**src/rtl/gflnp_ram.sv**
```systemverilog
// generic single-port-write, registered-read ram
module gflnp_ram #(
    parameter int WIDTH = 8,
    parameter int DEPTH = 16
) (
    input  logic                     clk,
    input  logic                     we,
    input  logic [$clog2(DEPTH)-1:0] waddr,
    input  logic [WIDTH-1:0]         wdata,
    input  logic [$clog2(DEPTH)-1:0] raddr,
    output logic [WIDTH-1:0]         rdata
);

    logic [WIDTH-1:0] mem [DEPTH];

    always_ff @(posedge clk)
    begin
        if (we)
        begin
            mem[waddr] <= wdata;
        end
        rdata <= mem[raddr];
    end

endmodule

```
**config.mk**
```make
export PLATFORM = sky130hd
export DESIGN_NAME = gflnp_ram
export DESIGN_NICKNAME = d
export VERILOG_FILES = /design/src/rtl/gflnp_ram.sv
export SDC_FILE = /design/constraint.sdc
export NUM_CORES = 1
export LEC_CHECK = 0
export BUFFER_PORTS_ARGS = -buffer_cell sky130_fd_sc_hd__buf_2
export CAP_MARGIN = 20
export CORE_MARGIN = 2
export CORE_UTILIZATION = 60
export DETAILED_ROUTE_END_ITERATION = 16
export PLACE_DENSITY = 0.78
export SLEW_MARGIN = 5
export SYNTH_ARGS = -nofsm -noshare
export SYNTH_HDL_FRONTEND = slang
export SYNTH_SLANG_ARGS = --single-unit
```
**constraint.sdc**
```tcl
create_clock -name clk -period 3.5 [get_ports clk]
set_input_delay 0.7 -clock clk [delete_from_list [all_inputs] [get_ports clk]]
set_output_delay 0.7 -clock clk [all_outputs]
set_load 0.02 [all_outputs]
```
==> results of run 1 <==
[power groups by stage]
stage / sequential, uW / combinational, uW / clock [uW]
finish: 1830 / 174 / 1760
global route: 1840 / 187 / 1850
CTS: 1830 / 176 / 1770
detailed placement: 1870 / 173 / 0
global placement: 1860 / 168 / 0
floorplan: 1880 / 92.4 / 0
[per-stage QoR]
step	instances	util (%)	setup slack, ns	power [uW]
6_report	391	72.50	1.664	3766
5_1_grt	391	72.50	1.564	3871
4_1_cts	391	72.50	1.663	3781
3_5_place_dp	359	65.30	1.143	2039
3_3_place_gp	359	65.30	1.176	2032
2_1_floorplan	229	-	1.307	1968
[worst register-to-register path, stage by stage (launching register included)]
cell and delay, ns:
edfxtp_1 0.37, mux4_1 0.54, a22oi_1 0.39, nand2_1 0.10
[worst min path at each step]
stage | startpoint | end | cells past startpoint
after detailed placement | mem[7][2] | rdata[2] | 3
after global placement | mem[11][5] | rdata[5] | 3
after CTS | wdata[3] | mem[6][3] | 1
after floorplan | mem[7][0] | rdata[0] | 3
after global routing | wdata[0] | mem[3][0] | 1
final | wdata[3] | mem[6][3] | 1
[flip-flops by register name, summed over array words and instances, names as in the netlist]
name and count:
mem 128, rdata 8
[routing by layer]
metal | up-vias | share of wire [%] | GRT usage (%)
li1 | 1067 | - | -
met1 | 1314 | 39 | 33.23
met5 | - | 0 | 0
met4 | 0 | 2.1 | 9.209
met2 | 147 | 50 | 37.93
met3 | 23 | 9.3 | 7.803
[area by class of cell]
cell class	instances	area (sq um)
Multi-Input combinational cell	83	1057
Tap cell	105	131.4
Clock buffer	18	417.9
Timing Repair Buffer	35	200.2
Clock inverter	14	176.4
Sequential cell	136	4004
Fill cell	459	2271
[layout by cell type, fill, tap and decap left out]
cell type / count
a22oi_1: 16
and2_1: 1
and2b_1: 1
buf_2: 25
buf_4: 10
bufinv_16: 3
clkbuf_1: 1
clkbuf_16: 16
clkbuf_8: 1
clkinv_2: 1
clkinv_4: 4
clkinvlp_4: 5
dfxtp_1: 8
edfxtp_1: 128
inv_6: 1
mux4_1: 14
mux4_2: 18
nand2_1: 9
nand2b_1: 2
nand3_1: 1
nand3b_1: 2
nor2_1: 13
nor2b_1: 1
nor3_1: 4
or3b_2: 1
[cell usage after synthesis, types with 2 or more instances]
library cell,instances
edfxtp_1,128
mux4_2,18
a22oi_1,16
mux4_1,14
nor2_1,13
nand2_1,9
dfxtp_1,8
nor3_1,4
buf_2,3
buf_6,3
clkdlybuf4s25_2,3
nand2b_1,2
nand3b_1,2
[cells by family (layout without fill, tap and decap cells)]
kind of cell	Yosys count	after routing	synth area share [%]
buffers and inverters	10	67	1.677
AOI/OAI and AO/OA	16	16	2.334
muxes	32	32	15.02
DFF	136	136	77.78
and+or+nand+nor	35	35	3.184
==> results.ini, run 1 <==
[worst_hold_path]
min_path_type=in2reg

[global_routing]
grt_overflow=0
grt_pass1_wl_mm=16.22
grt_max_degree=33
track_usage_pct=24.49
first_global_vias=2714
antenna_found_initial=0

[sta]
period_share_pct=52.45
finalSetupViolCount=0
maxSlewHeadroom_pct=25.58
tightest_slew_ns=1.112
final.min_clock_period_ns=1.836
hold_ws_ns=0.5478
hold_violations=0
tns_ns=0
finalMaxSlewViolations=0
max_freq_ghz=0.5447
rsz0062_at_grt=no
finClkSkew_ns=0.01284

[drt]
firstDrtPassIters=5
wl_mm=10.55
vias_per_cell=6.524
ant_nets=0
wire_per_inst_microns=26.98
drt_drc_violations_left=0
drt_iter0_markers=294
via_count=2551

[cells_and_area]
layout.nets=291
drive_gt1_share_pct=29.72
fin_area_sq_mm=0.005987
diodes=0
syn_to_final_growth_pct=16.31

[die]
die_w_microns=96.63
core_sq_mm=0.008258
die-area_sq_mm=0.009336
ioPinCount=26
start_util_pct=62.33
die_h_microns=96.63
num_rows=33

[clocking]
clockBufferDepth=2
tritoncts.num_buffers=17
htree_levels=4
cts_tree=built
hold_buffers=0
cts_setup_buffers=0
cts-root-buf=clkbuf_8
worstSkewPairLatency_ns=0.53
clk_pin_slew_ns=0.06
cts_sinks=136
cts_resized=0

[yosys]
synthDistinctLibCells=19
synth_area_sq_mm=0.005147
synth_flop_cell=edfxtp_1
synth_fp_nets=247
yosysTopAreaCellShare_pct=74.67
ys_seq_elements=136
synth-edff-count=128
synthArstFlopShare_pct=0
yosysSeqAreaShare_pct=77.78
syn_area_per_cell_sq_um=22.48
netlist_top_cells_area=edfxtp_1, mux4_2, mux4_1
synth_warnings=0
postSynthCellCount=229
synth_top_area_cell=edfxtp_1

[setup_path]
worstPathBufferInverterCount=2
reg2reg_depth=3
crit_cells=5
regToRegEndpoint=rdata[5]
crit_family=buffers and inverters
critPathMaxFanout=11
critical_path_class=in2reg
cp_slowest_cell=mux4_1
crit_end=rdata[1]
r2r_slack_ns=1.97
cp-end-kind=flip-flop
worst_setup_path_start_kind=input pin
worstPathRequired_ns=3.91
crit_chain=buf_2 > buf_4 > mux4_1 > a22oi_1 > nand2_1
r2r_start=mem[1][5]
cp-startpoint=raddr[0]
slowest_delay_ns=0.60
arrival_ns=2.24

[outcome]
status=completed

[placed_design]
gp_congestion=0.7390
placedInstanceArea_sq_mm=0.005393
port_buffers=25
dp_hpwl_mm=6.123

[pwr]
p_comb_share_pct=4.6
p_clk_share_pct=46.7
switchingPower_uw=788.3
p_int_uw=2977
p_leak_uw=0.002020
swShare_pct=20.93
p_per_area_mw_per_mm2=628.9
peakVddDrop_uv=472.6
seq_power_share_pct=48.7

[flow_run]
drv_cap=0

No activity file was read; power rests on OpenSTA's default activity.
==> run 2, diff against run 1 <==
--- a/config.mk
+++ b/config.mk
@@ -5,6 +5,7 @@
 export SDC_FILE = /design/constraint.sdc
 export NUM_CORES = 1
 export LEC_CHECK = 0
+export ABC_AREA = 1
 export BUFFER_PORTS_ARGS = -buffer_cell sky130_fd_sc_hd__buf_2
 export CAP_MARGIN = 20
 export CORE_MARGIN = 2
==> constraint.sdc (replaced) <==
create_clock -name clk -period 1.75 [get_ports clk]
set_input_delay 0.35 -clock clk [delete_from_list [all_inputs] [get_ports clk]]
set_output_delay 0.35 -clock clk [all_outputs]
set_load 0.02 [all_outputs]
==> results.ini, run 2 <==
[sta]
period_share_pct=80.80
finClkSkew_ns=0.01075  ; -0.002097 ns
tns_ns=0  ; unchanged
final.min_clock_period_ns=1.414
finalSetupViolCount=0  ; unchanged
rsz0062_at_grt=no
finalMaxSlewViolations=0  ; unchanged
tightest_slew_ns=0.6004  ; -0.5118 ns
hold_violations=0  ; unchanged
max_freq_ghz=0.7072
maxSlewHeadroom_pct=59.92  ; +34 points

[cells_and_area]
regArea_sq_mm=0.004004  ; unchanged
layout_commonest_cell=nand2_1
layout.nets=611  ; +110%
syn_to_final_growth_pct=15.60
regMostFlops=mem
diodes=0  ; unchanged
fin_area_sq_mm=0.006666  ; +11%
largest_reg_flops=128  ; unchanged
nFillCells=650  ; +42%
drive_gt1_share_pct=12.87  ; -17 points
multi_input_area_sq_mm=0.001214  ; +15%
layout_common_cells=nand2_1, edfxtp_1, inv_1
reg_top3=mem (128), rdata (8)

[yosys]
postSynthCellCount=551  ; +140%
synth_warnings=0  ; unchanged
synthDistinctLibCells=12  ; -7
synth_fp_nets=569  ; +130%
synth_area_sq_mm=0.005767  ; +12%
synthArstFlopShare_pct=0  ; unchanged
netlist_top_cells_area=edfxtp_1, nand2_1, nand3_1
synth-edff-count=128  ; unchanged
syn_area_per_cell_sq_um=10.47  ; -53%
ys_seq_elements=136  ; unchanged
yosysTopAreaCellShare_pct=66.65  ; -8.0 points
yosysMostFrequentCell=nand2_1
synth_flop_cell=edfxtp_1
netlist_top_cells_count=nand2_1, edfxtp_1, inv_1
yosysSeqAreaShare_pct=69.43  ; -8.4 points
synth_top_area_cell=edfxtp_1

[die]
ioPinCount=26  ; unchanged
die_h_microns=102.0  ; +5.6%
num_rows=35  ; +6.1%
die_w_microns=102.0  ; +5.6%
die-area_sq_mm=0.01041  ; +12%
start_util_pct=62.12  ; -0.22 points
core_sq_mm=0.009284  ; +12%

[pwr]
p_clk_share_pct=46.6  ; about the same
p_total_uw=7724  ; +110%
p_leak_uw=0.002924  ; +45%
p_int_uw=6086  ; +100%
p_per_area_mw_per_mm2=1159  ; +84%
swShare_pct=21.21  ; +0.27 points
p_comb_share_pct=6.0  ; +1.4 points
seq_power_share_pct=47.4  ; -1.3 points
switchingPower_uw=1638  ; +110%
peakVddDrop_uv=830.1  ; +76%

[placed_design]
port_buffers=25  ; unchanged
dp_hpwl_mm=7.557  ; +23%
gp_congestion=0.8542  ; +16%
placedInstanceArea_sq_mm=0.006065  ; +12%

[global_routing]
grt_pass1_wl_mm=19.76  ; +22%
antenna_found_initial=0  ; unchanged
track_usage_pct=26.43  ; +1.9 points
grt_overflow=0  ; unchanged
grt_max_degree=65  ; +97%
first_global_vias=3806  ; +40%

[clocking]
cts_setup_buffers=0  ; unchanged
cts-root-buf=clkbuf_8
clk_pin_slew_ns=0.06  ; about the same
htree_levels=4  ; unchanged
tritoncts.num_buffers=17  ; unchanged
cts_tree=built
clockBufferDepth=2  ; unchanged
hold_buffers=0  ; unchanged
cts_sinks=136  ; unchanged
cts_resized=0  ; unchanged
worstSkewPairLatency_ns=0.52  ; about the same

[outcome]
status=completed

[drt]
via_count=3830  ; +50%
ant_nets=0  ; unchanged
vias_per_cell=5.211  ; -20%
drt_iter0_markers=296  ; +0.68%
firstDrtPassIters=4  ; -1
wire_per_inst_microns=16.95  ; -37%
wl_mm=12.46  ; +18%
drt_drc_violations_left=0  ; unchanged

[setup_path]
cp_slowest_cell=dfxtp_1
slowest_delay_ns=0.37  ; -0.23 ns
arrival_ns=1.06  ; -1.18 ns
crit_chain=buf_2
critical_path_class=reg2out
worstPathRequired_ns=1.40  ; -2.51 ns
cp-end-kind=output port
critPathMaxFanout=1  ; -10
crit_family=flip-flops
worst_setup_path_start_kind=flip-flop
worstPathBufferInverterCount=1  ; -1

[worst_hold_path]
min_path_type=in2reg

[flow_run]
drv_cap=0  ; unchanged

run 2: cell count changes after synthesis, moves of 10 or more:
| cell | delta |
|---|---|
| buf_2 | +10 |
| mux4_1 | -14 |
| inv_1 | +100 |
| nand2_1 | +164 |
| nand3_1 | +96 |
| mux4_2 | -18 |
| a22oi_1 | -16 |
run 2: per-stage QoR:
step	setup WS, ns	instances	hold WS [ns]	util (%)
after floorplan	0.4492	551	0.4489	-
after global placement	0.2512	703	0.6380	65.32
after detailed placement	0.2289	703	0.6557	65.32
after CTS	0.3377	735	0.1766	71.81
after global routing	0.3336	735	0.2016	71.81
final	0.3361	735	0.2036	71.81
run 2: cell type report:
| type | count | area share (%) |
|---|---|---|
| Timing Repair Buffer | 47 | 4.542 |
| Clock buffer | 20 | 6.381 |
| Multi-Input combinational cell | 289 | 18.21 |
| Tap cell | 129 | 2.421 |
| Sequential cell | 136 | 60.06 |
| Inverter | 102 | 5.743 |
| Clock inverter | 12 | 2.646 |
run 2: cells by family after synthesis:
| family | after synthesis | share of synthesized area (%) |
|---|---|---|
| DFF | 136 | 69.43 |
| buffers and inverters | 126 | 9.525 |
| and+or+nand+nor | 289 | 21.05 |
run 2: power groups by stage:
stage	sequential [uW]	combinational, uW	clock, uW
2_1_floorplan	3750	257	0
3_3_place_gp	3730	446	0
3_5_place_dp	3730	457	0
4_1_cts	3660	463	3630
5_1_grt	3670	515	3770
6_report	3660	462	3600
run 2: worst paths after layout:
path | start | to | slack [ns] | cells past startpoint
worst max-delay path | rdata[0] | rdata[0] | 0.34 | 1
worst min register to register | mem[2][1] | rdata[1] | 0.68 | 6
worst max register to register | mem[5][6] | rdata[6] | 0.69 | 6
worst min-delay path | raddr[3] | rdata[4] | 0.20 | 3
run 2: metal layers:
metal,vias to the layer above,GRT usage (%),part of all wire [%]
met5,-,0,0
met4,0,10.26,2.5
met3,26,6.156,7.6
met2,163,43.52,49
met1,1785,34.52,41
li1,1856,-,-
run 2: worst register-to-register path: stages, from the launching register on:
cell	delay, ns
edfxtp_1	0.37
inv_1	0.06
nand2_1	0.05
nand3_1	0.10
nand3_1	0.13
nand3_1	0.17
nand2_1	0.07
==> run 3, diff against run 2 <==
--- a/config.mk
+++ b/config.mk
@@ -5,13 +5,13 @@
 export SDC_FILE = /design/constraint.sdc
 export NUM_CORES = 1
 export LEC_CHECK = 0
-export ABC_AREA = 1
+export ABC_AREA = 0
 export BUFFER_PORTS_ARGS = -buffer_cell sky130_fd_sc_hd__buf_2
 export CAP_MARGIN = 20
 export CORE_MARGIN = 2
-export CORE_UTILIZATION = 60
+export CORE_UTILIZATION = 54
 export DETAILED_ROUTE_END_ITERATION = 16
-export PLACE_DENSITY = 0.78
+export PLACE_DENSITY = 0.74
 export SLEW_MARGIN = 5
 export SYNTH_ARGS = -nofsm -noshare
 export SYNTH_HDL_FRONTEND = slang
==> constraint.sdc (replaced) <==
create_clock -name clk -period 1.3 [get_ports clk]
set_input_delay 0.26 -clock clk [delete_from_list [all_inputs] [get_ports clk]]
set_output_delay 0.26 -clock clk [all_outputs]
set_load 0.02 [all_outputs]
==> results.ini, run 3 (synthesis gave the netlist of run 1 again) <==
[outcome]
status=finished with violations
failed_checks=setup timing

[pwr]
p_clk_share_pct=46.0  ; -0.6 points
switchingPower_uw=2128  ; +30%
p_per_area_mw_per_mm2=1608  ; +39%
p_int_uw=8098  ; +33%
p_leak_uw=0.002153  ; -26%
seq_power_share_pct=48.3  ; +0.9 points
peakVddDrop_uv=856.4  ; +3.2%
p_total_uw=10230  ; +32%
swShare_pct=20.81  ; -0.40 points
p_comb_share_pct=5.7  ; -0.3 points

[sta]
period_share_pct=101.6
hold_ws_ns=0.1288  ; -0.07475 ns
tightest_slew_ns=0.8789  ; +0.2785 ns
maxSlewHeadroom_pct=41.29  ; -19 points
rsz0062_at_grt=yes
max_freq_ghz=0.7572
hold_violations=0  ; unchanged
finalSetupViolCount=1  ; +1
finalMaxSlewViolations=0  ; unchanged
final.min_clock_period_ns=1.321
finClkSkew_ns=0.005721  ; -0.005025 ns
worst_slack_ns=-0.02061  ; -0.3567 ns

[cells_and_area]
final-instance-count-excl-fill=441  ; -40%
layout_common_cells=edfxtp_1, buf_4, mux4_2
layout.nets=317  ; -48%
layout_commonest_cell=edfxtp_1
reg_top3=mem (128), rdata (8)
syn_to_final_growth_pct=23.53
nFillCells=572  ; -12%
drive_gt1_share_pct=44.23  ; +31 points
largest_reg_flops=128  ; unchanged
diodes=0  ; unchanged
regMostFlops=mem

[worst_hold_path]
min_path_type=in2reg
min-delay-start=wdata[4]

[global_routing]
grt_overflow=0  ; unchanged
first_global_vias=2716  ; -29%
grt_max_degree=21  ; -68%
antenna_found_initial=0  ; unchanged
track_usage_pct=22.15  ; -4.3 points
grt_pass1_wl_mm=15.56  ; -21%

[drt]
vias_per_cell=5.678  ; +9.0%
drt_iter0_markers=223  ; -25%
wire_per_inst_microns=22.70  ; +34%
firstDrtPassIters=4  ; unchanged
ant_nets=0  ; unchanged
via_count=2504  ; -35%
drt_drc_violations_left=0  ; unchanged
wl_mm=10.01  ; -20%

[flow_run]
drv_cap=0  ; unchanged

[clocking]
clockBufferDepth=2  ; unchanged
cts_tree=built
tritoncts.num_buffers=17  ; unchanged
cts_sinks=136  ; unchanged
cts-root-buf=clkbuf_8
htree_levels=4  ; unchanged
worstSkewPairLatency_ns=0.51  ; about the same
clk_pin_slew_ns=0.06  ; about the same
hold_buffers=0  ; unchanged

[setup_path]
arrival_ns=1.72  ; +0.66 ns
r2r_start=mem[10][6]
critical_path_class=reg2reg
critPathMaxFanout=1  ; unchanged
worstPathRequired_ns=1.70  ; +0.30 ns
cp-startpoint=mem[10][6]
cp-end-kind=flip-flop
worst_setup_path_start_kind=flip-flop

[die]
core_sq_mm=0.009240  ; -0.47%
ioPinCount=26  ; unchanged
num_rows=35  ; unchanged
die_w_microns=101.6  ; -0.39%
die-area_sq_mm=0.01033  ; -0.78%
start_util_pct=55.71  ; -6.4 points
die_h_microns=101.6  ; -0.39%

[placed_design]
gp_congestion=0.7272  ; -15%
port_buffers=25  ; unchanged
dp_hpwl_mm=6.273  ; -17%
numPlacedInstances=409  ; -42%

run 3: changes by cell type in the layout (fill, tap and decap cells not counted), sizes merged, moves of 14 or more:
| cell | delta |
|---|---|
| mux4 | +32 |
| nand2 | -164 |
| a22oi | +16 |
| nand3 | -96 |
| buf | +14 |
| inv | -101 |
run 3: final cells by class:
type                       instances  area (sq um)  share of cell area, %
timing repair buffer              61         515.5                  8.107
sequential                       136          4006                  63.01
clock inverter                    15         177.7                  2.794
tap                              129         161.4                  2.538
clock buffer                      17         414.1                  6.513
multi-input combinational         83          1084                  17.04
run 3: critical path, cell delays in order, from the launching register on:
cell,delay [ns]
edfxtp_1,0.41
mux4_2,0.52
a22oi_2,0.20
nand2_1,0.07
run 3: power by group through the flow:
stage          Combinational, uW  Sequential [uW]  Clock, uW
2_1_floorplan                274             5050          0
3_3_place_gp                 540             5020          0
3_5_place_dp                 557             5030          0
4_1_cts                      578             4940       4770
5_1_grt                      630             4950       4970
6_report                     585             4940       4700
run 3: routing by layer:
metal  GRT usage, %  share of wire, %
met3          6.694               5.3
met4          9.459               2.1
met2          34.82                51
met5              0                 0
met1          29.12                42
run 3: through the flow:
stage	setup slack, ns	utilization (%)	setup TNS [ns]	cell area, sq um
final	-0.02061	68.82	-0.02061	6359
after global routing	-0.02753	68.82	-0.09046	6359
after CTS	-0.01744	68.53	-0.03360	6332
after detailed placement	-0.4044	61.83	-10.86	5713
after global placement	-0.3817	61.83	-8.863	5713
after floorplan	-0.06301	-	-0.6897	5176
run 3: final timing paths:
kind                              endpoint  slack, ns  cells past startpoint
worst max register to register    rdata[6]      -0.02                      3
worst max-delay path              rdata[6]      -0.02                      3
worst min register to register    rdata[4]       0.69                      3
worst min-delay path            mem[14][4]       0.13                      1
run 3: repair_timing:
item,in CTS,in global routing
setup buffers,0,0
setup endpoints to repair,7,10
pin swaps,1,2
gates resized for setup,8,9
